==> src/rtl/qat_pkg.sv <==
`default_nettype none

package qat_pkg;

    localparam int DEFAULT_MAX_DELIMS = 4;
    localparam int MAX_RES            = 4;

    localparam logic [31:0] DELIM_CHARS_RST = 32'h0000_0900;
    localparam logic [2:0]  DELIM_COUNT_RST = 3'd2;

    localparam logic [7:0] CH_BSLASH = 8'h5C;
    localparam logic [7:0] CH_QUOTE  = 8'h22;
    localparam logic [7:0] CH_NL     = 8'h0A;

    typedef enum logic [1:0] {
        KIND_BYTE = 2'd0,
        KIND_END  = 2'd1,
        KIND_EOL  = 2'd2
    } t_kind;

    typedef enum logic {
        REG_DELIM_CHARS = 1'b0,
        REG_DELIM_COUNT = 1'b1
    } t_reg_idx;

    typedef struct packed {
        t_kind      kind;
        logic [7:0] data;
    } t_res;

    typedef struct packed {
        t_res [MAX_RES-1:0] res;
        logic [2:0]         count;
    } t_burst;

    function automatic t_burst push(input t_burst b, input t_kind k, input logic [7:0] d);
        t_burst r;
        r = b;
        if (r.count < 3'(MAX_RES)) begin
            r.res[r.count[1:0]].kind = k;
            r.res[r.count[1:0]].data = (k == KIND_BYTE) ? d : 8'd0;
            r.count = r.count + 3'd1;
        end
        return r;
    endfunction

endpackage

`default_nettype wire

==> src/rtl/quoted_argument_tokenizer_core.sv <==
`default_nettype none

// Splits a command line, one byte per request, into argument bytes, token-end
// marks and an end-of-line mark. Each accepted byte passes an input register and
// is decoded combinationally into up to four results, handed out one per cycle by
// an output buffer while the receiver is ready. A new byte is taken every cycle
// while each yields at most one result and the receiver is ready; the input stalls
// until a byte's last result is taken. The user sets delimiter bytes and count
// at APB addresses 0x0 and 0x4 only while idle; the block does not enforce this.
module quoted_argument_tokenizer_core
    import qat_pkg::*;
#(
    parameter int MAX_DELIMS = DEFAULT_MAX_DELIMS
) (
    input  wire logic        i_clk,
    input  wire logic        i_rst_n,
    input  wire logic        psel,
    input  wire logic        penable,
    input  wire logic        pwrite,
    input  wire logic [2:0]  paddr,
    input  wire logic [31:0] pwdata,
    output logic [31:0]      prdata,
    output logic             pready,
    input  wire logic        i_in_valid,
    output logic             o_in_ready,
    input  wire logic [7:0]  i_in_byte,
    input  wire logic        i_in_last,
    output logic             o_out_valid,
    input  wire logic        i_out_ready,
    output logic [1:0]       o_out_kind,
    output logic [7:0]       o_out_byte,
    output logic             o_run_last
);

    logic [31:0] r_delim_chars;
    logic [2:0]  r_delim_count;
    t_reg_idx    reg_idx;
    logic        cfg_wr;

    assign pready  = 1'b1;
    assign reg_idx = t_reg_idx'(paddr[2]);
    assign cfg_wr  = psel && penable && pwrite && pready;

    always_comb begin
        unique case (reg_idx)
            REG_DELIM_CHARS: prdata = r_delim_chars;
            REG_DELIM_COUNT: prdata = {29'd0, r_delim_count};
            default:         prdata = 32'd0;
        endcase
    end

    always_ff @(posedge i_clk) begin
        if (!i_rst_n) begin
            r_delim_chars <= DELIM_CHARS_RST;
            r_delim_count <= DELIM_COUNT_RST;
        end else if (cfg_wr) begin
            unique case (reg_idx)
                REG_DELIM_CHARS: r_delim_chars <= pwdata;
                REG_DELIM_COUNT: r_delim_count <= pwdata[2:0];
                default: ;
            endcase
        end
    end

    logic       r_in_vld;
    logic [7:0] r_in_byte;
    logic       r_in_last;
    logic       obuf_free;
    logic       adv;
    t_burst     burst;

    assign adv        = r_in_vld && obuf_free;
    assign o_in_ready = !r_in_vld || obuf_free;

    always_ff @(posedge i_clk) begin
        if (!i_rst_n) begin
            r_in_vld <= 1'b0;
        end else if (i_in_valid && o_in_ready) begin
            r_in_vld <= 1'b1;
        end else if (adv) begin
            r_in_vld <= 1'b0;
        end
    end

    always_ff @(posedge i_clk) begin
        if (i_in_valid && o_in_ready) begin
            r_in_byte <= i_in_byte;
            r_in_last <= i_in_last;
        end
    end

    qat_step #(
        .MAX_DELIMS(MAX_DELIMS)
    ) u_step (
        .i_clk         (i_clk),
        .i_rst_n       (i_rst_n),
        .i_adv         (adv),
        .i_byte        (r_in_byte),
        .i_last        (r_in_last),
        .i_delim_chars (r_delim_chars),
        .i_delim_count (r_delim_count),
        .o_burst       (burst)
    );

    qat_obuf u_obuf (
        .i_clk      (i_clk),
        .i_rst_n    (i_rst_n),
        .i_load     (adv),
        .i_burst    (burst),
        .o_free     (obuf_free),
        .o_valid    (o_out_valid),
        .i_ready    (i_out_ready),
        .o_kind     (o_out_kind),
        .o_byte     (o_out_byte),
        .o_run_last (o_run_last)
    );

endmodule

`default_nettype wire

==> src/rtl/qat_step.sv <==
`default_nettype none

module qat_step
    import qat_pkg::*;
#(
    parameter int MAX_DELIMS = DEFAULT_MAX_DELIMS
) (
    input  wire logic        i_clk,
    input  wire logic        i_rst_n,
    input  wire logic        i_adv,
    input  wire logic [7:0]  i_byte,
    input  wire logic        i_last,
    input  wire logic [31:0] i_delim_chars,
    input  wire logic [2:0]  i_delim_count,
    output t_burst           o_burst
);

    localparam logic [3:0] MaxCnt = 4'(MAX_DELIMS);

    logic r_in_word, r_in_quotes, r_quote_pending, r_held_bslash, r_prev_bslash;
    logic n_in_word, n_in_quotes, n_quote_pending, n_held_bslash, n_prev_bslash;

    logic [3:0] eff_count;
    logic       is_delim;

    always_comb begin
        eff_count = ({1'b0, i_delim_count} > MaxCnt) ? MaxCnt : {1'b0, i_delim_count};
        is_delim  = 1'b0;
        for (int k = 0; k < MAX_DELIMS; k++) begin
            if ((4'(k) < eff_count) && (8'(i_delim_chars >> (8 * k)) == i_byte)) begin
                is_delim = 1'b1;
            end
        end
    end

    logic quote_hit, delim_hit, tend_a, tbyte;
    t_burst b;

    always_comb begin
        n_in_word       = r_in_word;
        n_in_quotes     = r_in_quotes;
        n_quote_pending = r_quote_pending;
        n_held_bslash   = r_held_bslash;
        b               = '0;

        if (r_quote_pending) begin
            n_quote_pending = 1'b0;
            if (i_byte != CH_QUOTE && i_byte != CH_NL) begin
                n_in_quotes = 1'b1;
            end
        end

        quote_hit = (i_byte == CH_QUOTE) && !r_prev_bslash;
        delim_hit = !quote_hit && !n_in_quotes && is_delim;
        tend_a    = (quote_hit && (n_in_word || n_in_quotes)) || (delim_hit && n_in_word);
        tbyte     = !quote_hit && !delim_hit;

        if (tend_a) begin
            if (n_held_bslash) begin
                b = push(b, KIND_BYTE, CH_BSLASH);
                n_held_bslash = 1'b0;
            end
            b = push(b, KIND_END, 8'd0);
        end

        if (quote_hit) begin
            n_in_word = 1'b0;
            if (n_in_quotes) begin
                n_in_quotes = 1'b0;
            end else if (!i_last) begin
                n_quote_pending = 1'b1;
            end
        end
        if (delim_hit) begin
            n_in_word = 1'b0;
        end

        if (tbyte) begin
            if (!n_in_quotes) begin
                n_in_word = 1'b1;
            end
            if (n_held_bslash && i_byte == CH_QUOTE) begin
                b = push(b, KIND_BYTE, CH_QUOTE);
                n_held_bslash = 1'b0;
            end else begin
                if (n_held_bslash) begin
                    b = push(b, KIND_BYTE, CH_BSLASH);
                    n_held_bslash = 1'b0;
                end
                if (i_byte == CH_BSLASH) begin
                    n_held_bslash = 1'b1;
                end else begin
                    b = push(b, KIND_BYTE, i_byte);
                end
            end
        end

        n_prev_bslash = (i_byte == CH_BSLASH);

        if (i_last) begin
            if (n_in_word || n_in_quotes) begin
                if (n_held_bslash) begin
                    b = push(b, KIND_BYTE, CH_BSLASH);
                end
                b = push(b, KIND_END, 8'd0);
            end
            b = push(b, KIND_EOL, 8'd0);
            n_held_bslash   = 1'b0;
            n_in_word       = 1'b0;
            n_in_quotes     = 1'b0;
            n_quote_pending = 1'b0;
            n_prev_bslash   = 1'b0;
        end

        o_burst = b;
    end

    always_ff @(posedge i_clk) begin
        if (!i_rst_n) begin
            r_in_word       <= 1'b0;
            r_in_quotes     <= 1'b0;
            r_quote_pending <= 1'b0;
            r_held_bslash   <= 1'b0;
            r_prev_bslash   <= 1'b0;
        end else if (i_adv) begin
            r_in_word       <= n_in_word;
            r_in_quotes     <= n_in_quotes;
            r_quote_pending <= n_quote_pending;
            r_held_bslash   <= n_held_bslash;
            r_prev_bslash   <= n_prev_bslash;
        end
    end

`ifndef SYNTHESIS
    a_word_quote_excl: assert property (@(posedge i_clk) disable iff (!i_rst_n)
        !(r_in_word && r_in_quotes))
        else $error("word and quoted argument open together");

    a_pending_closed: assert property (@(posedge i_clk) disable iff (!i_rst_n)
        r_quote_pending |-> (!r_in_quotes && !r_in_word))
        else $error("quote pending while a token is open");

    a_bslash_in_token: assert property (@(posedge i_clk) disable iff (!i_rst_n)
        r_held_bslash |-> (r_in_word || r_in_quotes))
        else $error("backslash held outside a token");
`endif

endmodule

`default_nettype wire

==> src/rtl/qat_obuf.sv <==
`default_nettype none

module qat_obuf
    import qat_pkg::*;
(
    input  wire logic       i_clk,
    input  wire logic       i_rst_n,
    input  wire logic       i_load,
    input  wire t_burst     i_burst,
    output logic            o_free,
    output logic            o_valid,
    input  wire logic       i_ready,
    output logic [1:0]      o_kind,
    output logic [7:0]      o_byte,
    output logic            o_run_last
);

    logic       r_vld;
    t_burst     r_burst;
    logic [1:0] r_idx;

    assign o_valid    = r_vld;
    assign o_kind     = r_burst.res[r_idx].kind;
    assign o_byte     = r_burst.res[r_idx].data;
    assign o_run_last = ({1'b0, r_idx} == (r_burst.count - 3'd1));
    assign o_free     = !r_vld || (i_ready && o_run_last);

    always_ff @(posedge i_clk) begin
        if (!i_rst_n) begin
            r_vld <= 1'b0;
            r_idx <= 2'd0;
        end else if (i_load) begin
            r_vld <= (i_burst.count != 3'd0);
            r_idx <= 2'd0;
        end else if (r_vld && i_ready) begin
            if (o_run_last) begin
                r_vld <= 1'b0;
            end else begin
                r_idx <= r_idx + 2'd1;
            end
        end
    end

    always_ff @(posedge i_clk) begin
        if (i_load) begin
            r_burst <= i_burst;
        end
    end

`ifndef SYNTHESIS
    a_idx_in_range: assert property (@(posedge i_clk) disable iff (!i_rst_n)
        r_vld |-> ({1'b0, r_idx} < r_burst.count))
        else $error("result index beyond burst");

    a_load_when_free: assert property (@(posedge i_clk) disable iff (!i_rst_n)
        i_load |-> o_free)
        else $error("burst loaded over pending results");

    a_empty_burst: assert property (@(posedge i_clk) disable iff (!i_rst_n)
        (i_load && i_burst.count == 3'd0) |=> !r_vld)
        else $error("empty burst shown as valid");
`endif

endmodule

`default_nettype wire
==> config.mk <==
export PLATFORM = sky130hd
export DESIGN_NAME = quoted_argument_tokenizer_core
export DESIGN_NICKNAME = d
export VERILOG_FILES = /design/src/rtl/qat_pkg.sv /design/src/rtl/quoted_argument_tokenizer_core.sv /design/src/rtl/qat_step.sv /design/src/rtl/qat_obuf.sv
export SDC_FILE = /design/constraint.sdc
export NUM_CORES = 1
export LEC_CHECK = 0
export BUFFER_PORTS_ARGS = -buffer_cell sky130_fd_sc_hd__buf_4
export CAP_MARGIN = 5
export CORE_MARGIN = 2
export CORE_UTILIZATION = 40
export CTS_CLUSTER_SIZE = 30
export DETAILED_ROUTE_END_ITERATION = 8
export GPL_TIMING_DRIVEN = 0
export PLACE_DENSITY = 0.61
export SYNTH_ARGS = -nofsm -noshare
export SYNTH_HDL_FRONTEND = slang
export SYNTH_HIERARCHICAL = 1
export SYNTH_SLANG_ARGS = --single-unit
==> constraint.sdc <==
create_clock -name i_clk -period 8.94 [get_ports i_clk]
set_clock_uncertainty 0.2 [all_clocks]
set_input_delay 2.682 -clock i_clk [delete_from_list [all_inputs] [get_ports i_clk]]
set_output_delay 2.682 -clock i_clk [all_outputs]
set_load 0.01 [all_outputs]
# Word level (Yosys, flattened, before mapping)
# Index checks and enable logic that the tools add are counted.
[op_classes]
n_addsub = 8
mul = 0
div_mod_pow = 0
order_cmp = 24
eq_ne = 9
n_shift = 0
mux = 90
bitwise = 3
n_reduce_logical = 44
[op_table]
columns = ["cell", "count"]
rows = [
  ["43-bit two-way mux", 21],
  ["40-bit bitwise mux", 13],
  ["10-bit demux with 2-bit select", 12],
  ["10-bit two-way mux", 8],
  ["32-bit one-hot mux with 2 select lines", 1],
  ["8-bit two-way mux", 6],
  ["8-bit equality test", 4],
  ["1-bit two-way mux", 27],
  ["1-bit logical AND", 24],
  ["2-bit by 3-bit less-than comparator with 1-bit output, second input constant", 7],
  ["10-bit binary-select mux with 2-bit select", 1],
  ["3-bit by 1-bit adder with 3-bit output, second input constant", 6],
  ["3-bit less-than comparator, second input constant", 6],
  ["2-bit by 1-bit greater-or-equal comparator with 1-bit output, second input constant", 6],
  ["8-bit by 6-bit equality test with 1-bit output, second input constant", 1],
  ["8-bit by 7-bit equality test with 1-bit output, second input constant", 1],
  ["1-bit by 4-bit less-than comparator with 1-bit output, first input constant", 2],
  ["2-bit by 4-bit less-than comparator with 1-bit output, first input constant", 2],
  ["8-bit by 4-bit inequality test with 1-bit output, second input constant", 1],
  ["8-bit by 6-bit inequality test with 1-bit output, second input constant", 1],
  ["2-bit AND reduction", 4],
  ["1-bit zero test", 6],
  ["2-bit nonzero test", 3],
  ["1-bit logical OR", 5],
  ["8 further kinds", 10],
]
[word_totals]
reg_bits = 96
latchBits = 0
ram_bits = 0
rom_bits = 0
inputBits = 51
output_inout_bits = 46
elab_cells = 199
mem_count = 0

# Depth between registers and ports, before layout
[logic_depth]
depth_word = 69
depth_mapped = 29
mapped_depth_nobuf = 26

# Hierarchy
# Netlist, hierarchy kept.
[modules_own_cells]
columns = ["module", "n_inst", "cells_each", "area_per_inst_um2", "seq_area_each_um2"]
rows = [
  ["qat_step", 1, 349, 2356.0, 100.1],
  ["quoted_argument_tokenizer_core", 1, 204, 1999.4, 991.0],
  ["qat_obuf", 1, 87, 1819.2, 1351.3],
]

# Least setup slack after synthesis
# OpenSTA, ideal clock, no wires.
[synth_path]
kind = "input to output"
start = "input paddr[2]"
end = "output prdata[2]"
t_arrival_ns = 3.332
required_time_ns = 6.058
path_slack_ns = 2.726
path_stages = 2
path_buffers = 1
path_cell_list = "clkbuf_1 > mux2_2"
[synth_between]
elab_chain_cells = 2
[synth_lines]
columns = ["element", "line_no", "rtl"]
rows = [
  ["start: declaration", "quoted_argument_tokenizer_core.sv:20", "input wire logic [2:0] paddr,"],
  ["1-bit NOT (no line)", "n/a", ""],
  ["32-bit one-hot mux with 2 select lines (*)", "quoted_argument_tokenizer_core.sv:45", "unique case (reg_idx)"],
  ["end: declaration", "quoted_argument_tokenizer_core.sv:22", "output logic [31:0] prdata,"],
]
# Every way passes the cells marked *; elsewhere a longest branch is shown, timed or not.

==> results.md <==
* Count of state elements after synthesis at 96
* Total track usage at 20.5%
* Crit path kind: flip-flop to flip-flop
* RePlAce Congestion at 0.927
* Most frequent CP cell: ha_1
* NetSw at 0.250 mW
* Antenna violations before repair at 0
* Register area share after synthesis at 39.6%
* Setup WS pre-CTS at 1700 ps
* Hold_sp: r_delim_chars[5]
* Post-DP Area at 7130 um^2
* Post-synth EDFFs at 52
* Setup TNS at 0 ps
* Peak VDD IR at 0.0000729 V
* Post-route ant nets at 0
* PD cells at 133 nW/um^2
* Vias per cell at 5.47
* Ant. Diodes at 0
* Sw frac at 25.4%
* F_max at 136 MHz
* Ys flop type: edfxtp_1
* Max cap viols at 0
* Core area at 15,100 um^2
* Vias at 5,133
* Outcome: finished clean
* Minimum clock period at 7360 ps
* Class of the worst hold path: flip-flop to flip-flop
* Leak Pwr at 2.86 nW
* Worst R2R Start: r_in_byte[2]
* R2R setup slack at 1580 ps
* Clock share of power at 36.5%
* Critical path origin: r_in_byte[2]
* WHS Path Cells at 2
* Commonest non-fill, non-tap cells in the layout: 109 x nand2_1, 94 x buf_4, 52 x edfxtp_1
* Max_slew headroom at 52.6%
* Die W at 128 um
* CP required at 8910 ps
* IO Port Bufs at 93
* Iter 0 DRT Violations at 320
* Crit path DAT at 7330 ps
* CP peak stage delay at 710 ps
* Vias in the first global route at 5,072
* CTS tree: built
* Filler cells at 1,410
* Worst Hold Margin at 286 ps
* CP Launch Type: flip-flop
* Yosys warns at 6
* Crit end category: flip-flop
* # resized after CTS at 0
* Mapped Avg Cell Area at 9.65 um^2
* # DRC at 0
* Pins over their slew limit at 0
* Final worst slack at 1580 ps
* Final Hold Vio Count at 0
* Post-CTS Setup Bufs at 0
* First-pass GRT wire length at 26.2 mm
* Total Wirelength at 16.4 mm
* Most common cell after layout, fill and taps aside: nand2_1
* Net count, final at 816
* Post-route insts no fill at 938
* Pin count of the biggest net entering global routing at 47
* Grt ovf at 0
* Die H at 128 um
* Worst R2R Path Depth at 28
* Part of the power in registers at 49.8%
* Int Pwr at 0.735 mW
* Total power at 0.984 mW
* H-tree Lvls at 3
* Cells after DPL at 922
* Root buf cell: clkbuf_16
* Clk_lat worst skew at 350 ps
* Synth Cell Area at 6170 um^2
* CP max stage cell: o41ai_2
* CTS Buf Count at 9
* Syn Nets at 711
* Combinational Power Share at 13.7%
* Area grow syn2layout at 19.9%
* TritonCTS Sinks at 96
* Worst Hold Path EP: r_delim_chars[5]
* WP depth at 28
* Actual slew at the worst max-slew pin at 704 ps
* Clk slew on worst S/H paths at 70 ps
* Critical register-to-register path endpoint: u_obuf/r_burst[3]
* Starting density of the core at 40.8%
* Total iterations of the first detailed-routing run at 5
* Clock buffer depth at 2
* Buffers & Inverters on Critical Path at 5
* Period Utilization, post-route at 82.3%
* Layout cells sized above 1 at 20.8%
* Final Cell Area at 7400 um^2
* Synth cell types at 71
* Row cnt at 45
* Asr flop ratio synth at 0%
* Largest delay share family, worst path: compound AO/OA/AOI/OAI gates
* Post-synthesis instance total at 640
* Core Util, Final at 48.9%
* Die ar. at 16,400 um^2
* WL/cell at 17.4 um
* I/O Pins at 97
* CTS Hold Bufs at 0
* CP Max Fanout at 10
* Final setup violation count at 0
* RSZ-0062 raised after global routing: no
* Hpwl dp at 12.4 mm
==> power groups by stage <==
stage	logic (mW)	registers, mW	clock network (mW)
floorplan	0.0822	0.498	0
global route	0.147	0.492	0.385
CTS	0.135	0.490	0.367
global placement	0.131	0.500	0
finish	0.135	0.490	0.360
detailed placement	0.134	0.500	0
==> cell families after synthesis <==
logic type                 share of synthesized area (%)
AOI/OAI and AO/OA                                   11.3
muxes                                               11.2
and+or+nand+nor                                     22.4
buffers and inverters                               6.24
adders and majority gates                           4.05
xor gates and xnor gates                            5.23
other                                             0.0607
DFF                                                 39.6
==> flip-flops by register name (all words and copies together) (netlist names) <==
signal	count
u_obuf/r_burst	43
r_delim_chars	32
r_in_byte	8
r_delim_count	3
u_obuf/r_idx	2
r_in_last	1
r_in_vld	1
u_obuf/o_valid	1
u_step/r_held_bslash	1
u_step/r_in_quotes	1
u_step/r_in_word	1
u_step/r_prev_bslash	1
u_step/r_quote_pending	1
==> final cells by class <==
type / instances / area [um^2] / share of cell area [%]
buffer: 45 / 314 / 4.24
clock buffer: 10 / 229 / 3.09
clock inverter: 6 / 42.5 / 0.575
inverter: 19 / 71.3 / 0.964
multi-input combinational: 480 / 3350 / 45.2
sequential: 96 / 2440 / 33.0
tap: 188 / 235 / 3.18
timing repair buffer: 94 / 718 / 9.70
==> worst min-delay path: stages, from the launching register on <==
cell and delay (ps):
dfxtp_1 330, nand2_1 60, mux2i_1 50
==> metal layers <==
layer  global-route usage (%)  part of all wire, %
met1                     27.0                   45
met2                     32.7                   47
met3                     3.84                  5.2
met4                     9.31                  2.8
met5                        0                    0
==> how the worst max path moves through the flow <==
stage                                     to
after floorplan                    prdata[2]
after global placement    u_obuf/r_burst[30]
after detailed placement  u_obuf/r_burst[23]
after CTS                 u_obuf/r_burst[23]
after global routing      u_obuf/r_burst[23]
final                      u_obuf/r_burst[3]
==> Yosys cell counts (all sizes together) (6+ instances only) <==
cell	instances	area, um^2
a21boi	6	45.0
a21oi	36	180
and2	11	70.1
buf	21	194
clkbuf	24	120
dfxtp	44	881
edfxtp	52	1560
ha	20	250
inv	18	67.6
mux2i	39	390
mux4	10	244
nand2	109	409
nand3	29	145
nand4	11	75.1
nor2	24	90.1
nor2b	41	257
nor3	13	65.1
nor4	7	65.1
o211ai	6	45.0
o21ai	15	75.1
xnor2	23	201
xor2	13	121
No activity file was read; power rests on OpenSTA's default activity.
